--- config.mk ---
export PLATFORM = sky130hd
export DESIGN_NAME = kfm_front
export DESIGN_NICKNAME = d
export VERILOG_FILES = /design/src/hdl/assert_macros.svh /design/src/hdl/kfm_pkg.sv /design/src/hdl/kfm_front.sv
export SDC_FILE = /design/constraint.sdc
export NUM_CORES = 1
export LEC_CHECK = 0
export CAP_MARGIN = 20
export CORE_AREA = 10 10 47 49
export DETAILED_ROUTE_END_ITERATION = 10
export DIE_AREA = 0 0 57 59
export DONT_BUFFER_PORTS = 1
export PLACE_DENSITY_LB_ADDON = 0.15
export SLEW_MARGIN = 10
export SYNTH_ARGS = -nofsm -noshare
export SYNTH_HDL_FRONTEND = slang
export SYNTH_SLANG_ARGS = --single-unit
--- constraint.sdc ---
create_clock -name clk -period 0.9 [get_ports clk]
set_input_delay 0.045 -clock clk [delete_from_list [all_inputs] [get_ports clk]]
set_output_delay 0.045 -clock clk [all_outputs]
set_load 0.02 [all_outputs]
--- src/hdl/assert_macros.svh ---
// Assertion macros used by the top-level RTL file.
`ifndef ASSERT_MACROS_SVH
`define ASSERT_MACROS_SVH

`ifndef ASSERT_OFF

// Same-cycle implication, disabled while reset is asserted.
`define ASSERT_IMPLY(lbl, clk, rst_n, ante, cons, msg) \
	lbl: assert property (@(posedge clk) disable iff (!(rst_n)) (ante) |-> (cons)) \
		else $error(msg);

// Next-cycle implication, disabled while reset is asserted.
`define ASSERT_NEXT(lbl, clk, rst_n, ante, cons, msg) \
	lbl: assert property (@(posedge clk) disable iff (!(rst_n)) (ante) |=> (cons)) \
		else $error(msg);

`else

`define ASSERT_IMPLY(lbl, clk, rst_n, ante, cons, msg)
`define ASSERT_NEXT(lbl, clk, rst_n, ante, cons, msg)

`endif

`endif

--- src/hdl/kfm_pkg.sv ---
// Shared types and constants of the KMP first-match search block.
`default_nettype none

package kfm_pkg;

	localparam int KFM_PATTERN_MAX = 1024;
	localparam longint unsigned KFM_TEXT_MAX = 64'd1048576;
	localparam int KFM_SYM_W = 8;
	localparam int KFM_STATUS_W = 2;
	localparam int KFM_POS_W = 20;
	localparam int KFM_QUEUE_DEPTH = 4;

	localparam logic MODE_PATTERN = 1'b0;
	localparam logic MODE_TEXT = 1'b1;

	// Result status codes
	typedef enum logic [KFM_STATUS_W-1:0] {
		ST_FOUND     = 2'd0,
		ST_NOT_FOUND = 2'd1,
		ST_PAT_LONG  = 2'd2,
		ST_TEXT_LONG = 2'd3
	} status_t;

	// Request classes produced by the front end
	typedef enum logic [1:0] {
		CMD_PAT_NEW,
		CMD_PAT_ADD,
		CMD_TXT_NEW,
		CMD_TXT_ADD
	} cmd_kind_t;

	typedef struct packed {
		cmd_kind_t             kind;
		logic                  last;
		logic [KFM_SYM_W-1:0]  symbol;
	} kfm_cmd_t;

	typedef enum logic {
		ENG_IDLE,
		ENG_WALK
	} eng_state_t;

	// Engine activity seen by the top level
	typedef struct packed {
		logic taking;
		logic walking;
	} eng_stat_t;

endpackage

`default_nettype wire

--- src/hdl/kfm_front.sv ---
// Front end: takes input requests and classifies them into engine commands.
`default_nettype none

module kfm_front (
	input  wire logic                          clk,
	input  wire logic                          arst_n,
	input  wire logic                          in_valid,
	output logic                               in_ready,
	input  wire logic                          mode,
	input  wire logic [kfm_pkg::KFM_SYM_W-1:0] symbol,
	input  wire logic                          first,
	input  wire logic                          last,
	output logic                               push_valid,
	input  wire logic                          push_ready,
	output kfm_pkg::kfm_cmd_t                  push_cmd
);
	import kfm_pkg::*;

	kfm_cmd_t cmd_c;
	kfm_cmd_t cmd_s1;
	logic     valid_s1;

	// Classify: pattern or text, new or continued; last only matters for text
	always_comb begin
		cmd_c.symbol = symbol;
		cmd_c.last = (mode == MODE_TEXT) && last;
		if (mode == MODE_TEXT) begin
			cmd_c.kind = first ? CMD_TXT_NEW : CMD_TXT_ADD;
		end else begin
			cmd_c.kind = first ? CMD_PAT_NEW : CMD_PAT_ADD;
		end
	end

	assign in_ready = !valid_s1 || push_ready;

	// Holding stage
	always_ff @(posedge clk or negedge arst_n) begin
		if (!arst_n) begin
			valid_s1 <= 1'b0;
		end else if (in_ready) begin
			valid_s1 <= in_valid;
		end
	end

	always_ff @(posedge clk) begin
		if (in_valid && in_ready) begin
			cmd_s1 <= cmd_c;
		end
	end

	assign push_valid = valid_s1;
	assign push_cmd = cmd_s1;

endmodule

`default_nettype wire

==> results.yml <==
outcome:
  status: "finished with violations"
  violations: "negative setup slack"
critical_path:
  r2r_cells: 2
  cp-end-kind: "register"
  slowest_stage: "dfrtp_2"
  reg2reg_from: "push_valid"
  cpPeakStageDelay_ns: 0.43
  crit_type: "register to register"
  cp.arrival_ns: 0.95
  startpoint: "push_valid"
  r2r_slack_ns: -0.07
  crit_fanout: 6
  startpoint_type: "register"
  r2r_end: "push_cmd[5]"
  path_buf_inv: 0
  crit_family: "flip-flops"
  crit_chain: "nand2b_4 -> and2_4"
  required_ns: 0.88
clock_network:
  post-cts-setup-buffers: 0
  cts_sinks: 12
  clock_latency_ns: 0.27
  cts_tree: "built"
  cts.htree.levels: 1
  cts_inserted_buffers: 3
  clk_pin_slew_ns: 0.08
  clockRootBuffer: "clkbuf_4"
  clockBufferDepth: 2
final_layout:
  diodes: 0
  fillers: 135
  layout_commonest_cell: "dlygate4sd3_1"
  final_cells: 54
  final_cell_mix: "14 x dlygate4sd3_1, 11 x edfxtp_1, 3 x clkbuf_4, 2 x and2_4, 2 x buf_4"
  fin_nets: 54
  finish.utilization: 0.432
  drive_gt1_frac: 0.237
  design_area_um2: 606
  syn_to_final_growth_pct: 53.7
detailed_routing:
  ant_nets: 0
  dr.pass1.iters: 4
  drt_wl_total_um: 999
  drtIter0Drc: 2
  wl_per_cell_um: 18.5
  vias: 226
  post_drt_via_cell_ratio: 4.19
  drc_errors: 0
global_route:
  first_global_vias: 279
  grt-ovfl-total: 0
  grt_first_pass_wirelength_mm: 1.49
  grt_antenna_before_repair: 0
  grt_max_degree: 8
  grt_usage: 0.0612
flow_run:
  max_cap_viol_count: 0
die:
  core-area_um2: 1400
  rows: 14
  die_x_um: 57
  initial_core_util: 0.281
  fp.dieH_um: 59
  dieArea_um2: 3360
  io_pins: 28
pwr:
  seq_power_share: 0.613
  power.leakage_uw: 0.000226
  internal_power_uw: 883
  p_clk_frac: 0.299
  switching_share: 0.224
  ir_worst_vdd_mv: 0.800
  comb_power_share: 0.087
  power_density_nw_per_um2: 1880
  p_sw_uw: 254
timing:
  fin_crit_sh: 1.08
  clock.fmax_mhz: 1030
  period_needed_ns: 0.973
  finalClockSkew_ns: 0.0106
  tns_ns: -0.717
  timing.final.ws_setup_ns: -0.0735
  hold_viol: 0
  tightest_slew_ns: 0.228
  rsz0062_at_grt: "true"
  slew_viol_final: 0
  relSlewSlack: 0.849
  setup_viol_count_final: 12
logic_synthesis:
  yosysWarnings: 0
  syn_area_um2: 394
  synth_area_per_cell_um2: 23.2
  synth_seq_area_share: 0.902
  yosysTopAreaCell: "edfxtp_1"
  ys_ff_latch: 12
  syn_inst: 17
  synthTopCellsByArea: "edfxtp_1 84%, dfrtp_1 6.3%, nand2b_4 3.5%"
  synth_nets: 32
  ys_types: 7
  synth.top_cell.area_share: 0.838
place:
  gp_congestion: 0.555
  io_buffers: 0
  place_area_um2: 430
  dp_cells: 35
worst_hold_path:
  hold_end: "push_cmd[3]"
  hold_path_depth: 1
  min_from: "in_valid"
  min_path_type: "input pin to register"
-- flip-flops by register name, indices dropped and copies added (netlist names) --
| signal | flops |
|---|---|
| push_valid | 1 |
| push_cmd | 11 |
-- cells by family after synthesis --
group,after synthesis,share of synthesized area
buf+inv,1,0.00951
flops,12,0.902
simple gates,4,0.0889
-- synthesized netlist by cell type --
| library cell | number |
|---|---|
| inv_1 | 1 |
| nand2b_1 | 1 |
| and2_1 | 1 |
| dfrtp_1 | 1 |
| and2_4 | 1 |
| edfxtp_1 | 11 |
| nand2b_4 | 1 |
-- repair_timing --
action                                  4_1_cts  5_1_grt
hold buffers                                 14        0
gates cloned                                  1        0
gates resized for setup                       1        0
endpoints found under the setup margin       13       13
pin swaps                                     2        1
hold endpoints to repair                     13        0
-- area by class of cell --
| cell class | instances | area [µm²] | share of cell area |
|---|---|---|---|
| multi-input combinational | 5 | 43.8 | 0.0723 |
| inverter | 1 | 3.75 | 0.00620 |
| timing repair buffer | 16 | 155 | 0.256 |
| clock buffer | 4 | 26.3 | 0.0434 |
| sequential | 12 | 357 | 0.589 |
| tap | 16 | 20.0 | 0.0331 |
-- through the flow --
stage / power [µW] / setup slack, ns / hold slack (ns)
final: 1140 / -0.0735 / 0.0602
after global routing: 1200 / -0.107 / 0.0580
after CTS: 1160 / -0.0871 / 0.0548
after detailed placement: 758 / -0.109 / -0.251
after global placement: 756 / -0.0969 / -0.251
after floorplan: 735 / -0.186 / -0.251
-- power groups by stage --
| stage | logic, µW | registers, µW | clock network (µW) |
|---|---|---|---|
| 6_report | 99.2 | 697 | 340 |
| 2_1_floorplan | 27.4 | 708 | 0 |
| 4_1_cts | 101 | 699 | 356 |
| 3_3_place_gp | 44.9 | 711 | 0 |
| 3_5_place_dp | 45.8 | 713 | 0 |
| 5_1_grt | 110 | 701 | 386 |
-- layer usage --
layer / routed length (µm) / vias to the layer above / GRT usage
met4: 0 / 0 / 0.0403
met3: 100 / 0 / 0.0386
met5: 0 / - / 0
li1: - / 105 / -
met1: 310 / 106 / 0.0490
met2: 588 / 15 / 0.109
-- how the worst max path moves through the flow --
stage	to	depth (start not counted)
after floorplan	push_cmd[0]	2
after global placement	push_cmd[3]	2
after detailed placement	push_cmd[7]	2
after CTS	push_cmd[1]	2
after global routing	push_cmd[5]	2
final	push_cmd[5]	2
Note: power is estimated with default switching activity, not from simulation.
