File: src/hdl/assert_macros.svh
// Assertion macros used by the top-level RTL file.
`ifndef ASSERT_MACROS_SVH
`define ASSERT_MACROS_SVH

`ifndef ASSERT_OFF

// Same-cycle implication, disabled while reset is asserted.
`define ASSERT_IMPLY(lbl, clk, rst_n, ante, cons, msg) \
	lbl: assert property (@(posedge clk) disable iff (!(rst_n)) (ante) |-> (cons)) \
		else $error(msg);

// Next-cycle implication, disabled while reset is asserted.
`define ASSERT_NEXT(lbl, clk, rst_n, ante, cons, msg) \
	lbl: assert property (@(posedge clk) disable iff (!(rst_n)) (ante) |=> (cons)) \
		else $error(msg);

`else

`define ASSERT_IMPLY(lbl, clk, rst_n, ante, cons, msg)
`define ASSERT_NEXT(lbl, clk, rst_n, ante, cons, msg)

`endif

`endif

File: src/hdl/kfm_pkg.sv
// Shared types and constants of the KMP first-match search block.
`default_nettype none

package kfm_pkg;

	localparam int KFM_PATTERN_MAX = 1024;
	localparam longint unsigned KFM_TEXT_MAX = 64'd1048576;
	localparam int KFM_SYM_W = 8;
	localparam int KFM_STATUS_W = 2;
	localparam int KFM_POS_W = 20;
	localparam int KFM_QUEUE_DEPTH = 4;

	localparam logic MODE_PATTERN = 1'b0;
	localparam logic MODE_TEXT = 1'b1;

	// Result status codes
	typedef enum logic [KFM_STATUS_W-1:0] {
		ST_FOUND     = 2'd0,
		ST_NOT_FOUND = 2'd1,
		ST_PAT_LONG  = 2'd2,
		ST_TEXT_LONG = 2'd3
	} status_t;

	// Request classes produced by the front end
	typedef enum logic [1:0] {
		CMD_PAT_NEW,
		CMD_PAT_ADD,
		CMD_TXT_NEW,
		CMD_TXT_ADD
	} cmd_kind_t;

	typedef struct packed {
		cmd_kind_t             kind;
		logic                  last;
		logic [KFM_SYM_W-1:0]  symbol;
	} kfm_cmd_t;

	typedef enum logic {
		ENG_IDLE,
		ENG_WALK
	} eng_state_t;

	// Engine activity seen by the top level
	typedef struct packed {
		logic taking;
		logic walking;
	} eng_stat_t;

endpackage

`default_nettype wire

File: src/hdl/kfm_queue.sv
// Short command queue between the front end and the engine.
`default_nettype none

module kfm_queue (
	input  wire logic                                        clk,
	input  wire logic                                        arst_n,
	input  wire logic                                        push_valid,
	output logic                                             push_ready,
	input  wire kfm_pkg::kfm_cmd_t                           push_cmd,
	output logic                                             pop_valid,
	input  wire logic                                        pop_ready,
	output kfm_pkg::kfm_cmd_t                                pop_cmd,
	output logic [$clog2(kfm_pkg::KFM_QUEUE_DEPTH+1)-1:0]    level
);
	import kfm_pkg::*;

	localparam int PW = (KFM_QUEUE_DEPTH > 1) ? $clog2(KFM_QUEUE_DEPTH) : 1;
	localparam int CW = $clog2(KFM_QUEUE_DEPTH + 1);
	localparam logic [PW-1:0] PTR_LAST = PW'(KFM_QUEUE_DEPTH - 1);
	localparam logic [CW-1:0] LVL_FULL = CW'(KFM_QUEUE_DEPTH);

	kfm_cmd_t        entries_q [KFM_QUEUE_DEPTH];
	logic [PW-1:0]   head_q;
	logic [PW-1:0]   tail_q;
	logic [CW-1:0]   level_q;
	logic            push_fire;
	logic            pop_fire;

	assign push_ready = (level_q != LVL_FULL);
	assign pop_valid = (level_q != '0);
	assign pop_cmd = entries_q[head_q];
	assign level = level_q;
	assign push_fire = push_valid && push_ready;
	assign pop_fire = pop_valid && pop_ready;

	// Pointers and fill level
	always_ff @(posedge clk or negedge arst_n) begin
		if (!arst_n) begin
			head_q <= '0;
			tail_q <= '0;
			level_q <= '0;
		end else begin
			if (push_fire) begin
				tail_q <= (tail_q == PTR_LAST) ? '0 : tail_q + PW'(1);
			end
			if (pop_fire) begin
				head_q <= (head_q == PTR_LAST) ? '0 : head_q + PW'(1);
			end
			unique case ({push_fire, pop_fire})
				2'b10: level_q <= level_q + CW'(1);
				2'b01: level_q <= level_q - CW'(1);
				default: level_q <= level_q;
			endcase
		end
	end

	// Entry storage
	always_ff @(posedge clk) begin
		if (push_fire) begin
			entries_q[tail_q] <= push_cmd;
		end
	end

endmodule

`default_nettype wire

File: config.mk
export PLATFORM = sky130hd
export DESIGN_NAME = kfm_queue
export DESIGN_NICKNAME = d
export VERILOG_FILES = /design/src/hdl/assert_macros.svh /design/src/hdl/kfm_pkg.sv /design/src/hdl/kfm_queue.sv
export SDC_FILE = /design/constraint.sdc
export NUM_CORES = 1
export LEC_CHECK = 0
export ABC_AREA = 0
export BUFFER_PORTS_ARGS = -buffer_cell sky130_fd_sc_hd__buf_2
export CAP_MARGIN = 20
export CORE_MARGIN = 3
export CORE_UTILIZATION = 35
export CTS_BUF_LIST = sky130_fd_sc_hd__clkbuf_8
export DETAILED_ROUTE_END_ITERATION = 8
export PLACE_DENSITY = 0.56
export SETUP_SLACK_MARGIN = 0.15
export SLEW_MARGIN = 20
export SYNTH_ARGS = -nofsm -noshare
export SYNTH_HDL_FRONTEND = slang
export SYNTH_SLANG_ARGS = --single-unit
File: constraint.sdc
create_clock -name clk -period 2.19 [get_ports clk]
set_input_delay 0.438 -clock clk [delete_from_list [all_inputs] [get_ports clk]]
set_output_delay 0.438 -clock clk [all_outputs]
set_load 0.1 [all_outputs]
==> impl_metrics.toml <==
[outcome]
outcome = "complete, no violations"

[finish]
final_cell_area_sq_um = 2650
drive_gt1_share_pct = 53.2
stdcell_count = 211
nNetsFinal = 160
area_growth_syn_to_layout_pct = 29.8
insertedDiodeCount = 0

[sta]
fin_crit_ns = 2.06
final_max_slew_viol_count = 0
max_clock_freq_ghz = 0.484
relSlewSlack_pct = 68.0
skew_ns = 0.0101
fin_crit_sh_pct = 94.3
rsz0062_at_grt = "yes"
hold_viol = 0
setup_viol = 0
worst_slack_ns = 0.126
worstMarginPinSlew_ns = 0.484

[worst_setup_path]
cp-start-kind = "flip-flop"
worstPathArrival_ns = 2.28
crit_path_start = "level[0]"
cp-endpoint = "level[2]"
path_max_fanout = 2
cp.required_ns = 2.41
r2r_start = "level[0]"
critPathKind = "reg -> reg"
reg2reg_slack_ns = 0.13
r2r-end = "level[2]"
worstRegToRegCells = 9
endpoint_kind = "flip-flop"

[placed_design]
dp_hpwl_mm = 2.24
routabilityCongestion = 0.709
place_area_sq_um = 2470
dpl_worst_slack_ns = 0.0228
io_buffers = 30
dp.cells = 198

[clock_network]
cts-root-buf = "clkbuf_8"
cts_inserted_buffers = 5
htreeDepth = 2
cts_tree = "yes"
clk_latency_ns = 0.30
clk_pin_slew_worst_paths_ns = 0.09
cts.sinks = 51
clock_path_buffers = 2

[synthesis]
async_reset_ff_share_pct = 13.7
synth_most_common_cell = "edfxtp_1"
ys.flop_type = "edfxtp_1"
synth.largest_area_cell = "edfxtp_1"
synth-edff-count = 44
synth.top_cell.area_share_pct = 64.8
syn_area_sq_um = 2040
synth_warnings = 0
synth_seq_area_share_pct = 73.4
ys_seq_elements = 51
synth_area_leaders = "edfxtp_1 (65%), mux4_2 (12%), dfrtp_1 (8.6%)"
ys_types = 19
avgSynthCellArea_sq_um = 21.0
synth_cells = 97
syn-num-nets = 119
yosys-top-cells-count = "edfxtp_1 (44), mux4_2 (11), dfrtp_1 (7), inv_1 (7), ha_1 (6)"

[floorplan]
fp.dieW_microns = 82.3
fp-row-count = 27
core_sq_um = 5570
ioPinCount = 31
dieHeight_microns = 82.3
start_util_pct = 36.6
dieArea_sq_um = 6770

[drt]
drc_errors = 0
wl_mm = 3.42
drt-pass1-iter-count = 4
wl_per_cell_microns = 16.2
vias = 1000
via_per_inst = 4.74
drtIter0Drc = 83
antenna_left = 0

[job]
cap_violations = 0

[worst_hold_path]
hp-class = "in -> reg"
hold_depth = 1

[grt]
overflow = 0
gr-usage-all-layers_pct = 11.5
antenna_found_initial = 0
grt_pass1_vias = 1109
grt_max_degree = 18
grt_pass1_wl_mm = 5.62
==> layout by cell type, fill, tap and decap left out, drive strengths merged <==
cell and count:
and2 1, and3 4, buf 35, bufinv 1
clkbuf 5, clkinvlp 1, dfrtp 7, dlygate4sd3 1
edfxtp 44, fa 1, ha 6, inv 8
mux2 4, mux2i 1, mux4 11, nand2 1
nor2 3, or3 1, or3b 1, xnor2 1
xor2 2
==> per-stage QoR <==
step / util, % / TNS (ns) / hold slack [ns]
finish: 47.5 / 0 / 0.348
global route: 47.5 / 0 / 0.332
CTS: 47.3 / 0 / 0.336
detailed placement: 44.3 / 0 / 0.286
global placement: 44.3 / 0 / 0.280
floorplan: - / -0.425 / 0.142
==> cells by family (layout without fill, tap and decap cells) <==
kind of cell,count (synthesis),count (layout),synth area share (%)
DFF,51,51,73.4
muxes,16,16,15.2
and+or+nand+nor,11,11,3.56
buffers and inverters,9,51,1.84
adders and majority gates,7,7,4.67
xor gates and xnor gates,3,3,1.29
==> flip-flops by register name (all words and copies together) (netlist names) <==
signal	count
entries_q	44
level	3
head_q	2
tail_q	2
==> how the worst min path moves through the flow <==
stage,start,endpoint,slack (ns)
2_1_floorplan,arst_n,head_q[0],0.14
4_1_cts,push_cmd[9],entries_q[2][9],0.34
3_5_place_dp,arst_n,level[1],0.29
6_report,push_cmd[9],entries_q[2][9],0.35
5_1_grt,push_cmd[9],entries_q[1][9],0.33
3_3_place_gp,arst_n,tail_q[1],0.28
==> per-layer routing <==
layer  wire length [microns]  track usage, %  vias up  share of wire, %
met2                    1740            18.2       31                51
li1                        -               -      457                 -
met3                     246            3.47        7               7.2
met1                    1390            15.0      505                41
met5                       0               0        -                 0
met4                      42            3.99        0               1.2
==> timing repair <==
item	4_1_cts	5_1_grt
resized for setup	5	5
setup endpoints to repair	13	15
hold buffers	1	0
buffers inserted	4	0
hold endpoints to repair	7	0
pin swaps	5	1
==> critical path, cell delays in order, from the launching register on <==
cell and delay (ns):
dfrtp_4 0.48, or3b_4 0.40, and2_4 0.15, inv_2 0.05, ha_4 0.13, inv_2 0.03
fa_2 0.33, xor2_1 0.14, nor2_1 0.13, xor2_1 0.14
==> final cells by class <==
type,count,area (sq um)
Multi-Input combinational cell,37,531
Clock buffer,5,68.8
Inverter,7,26.3
Fill cell,472,2930
Clock inverter,3,46.3
Tap cell,72,90.1
Timing Repair Buffer,36,375
Sequential cell,51,1510
Power is left out: the tool's default activity adds up to more than one toggle a clock period on the data nets, which glitch-free logic cannot reach.
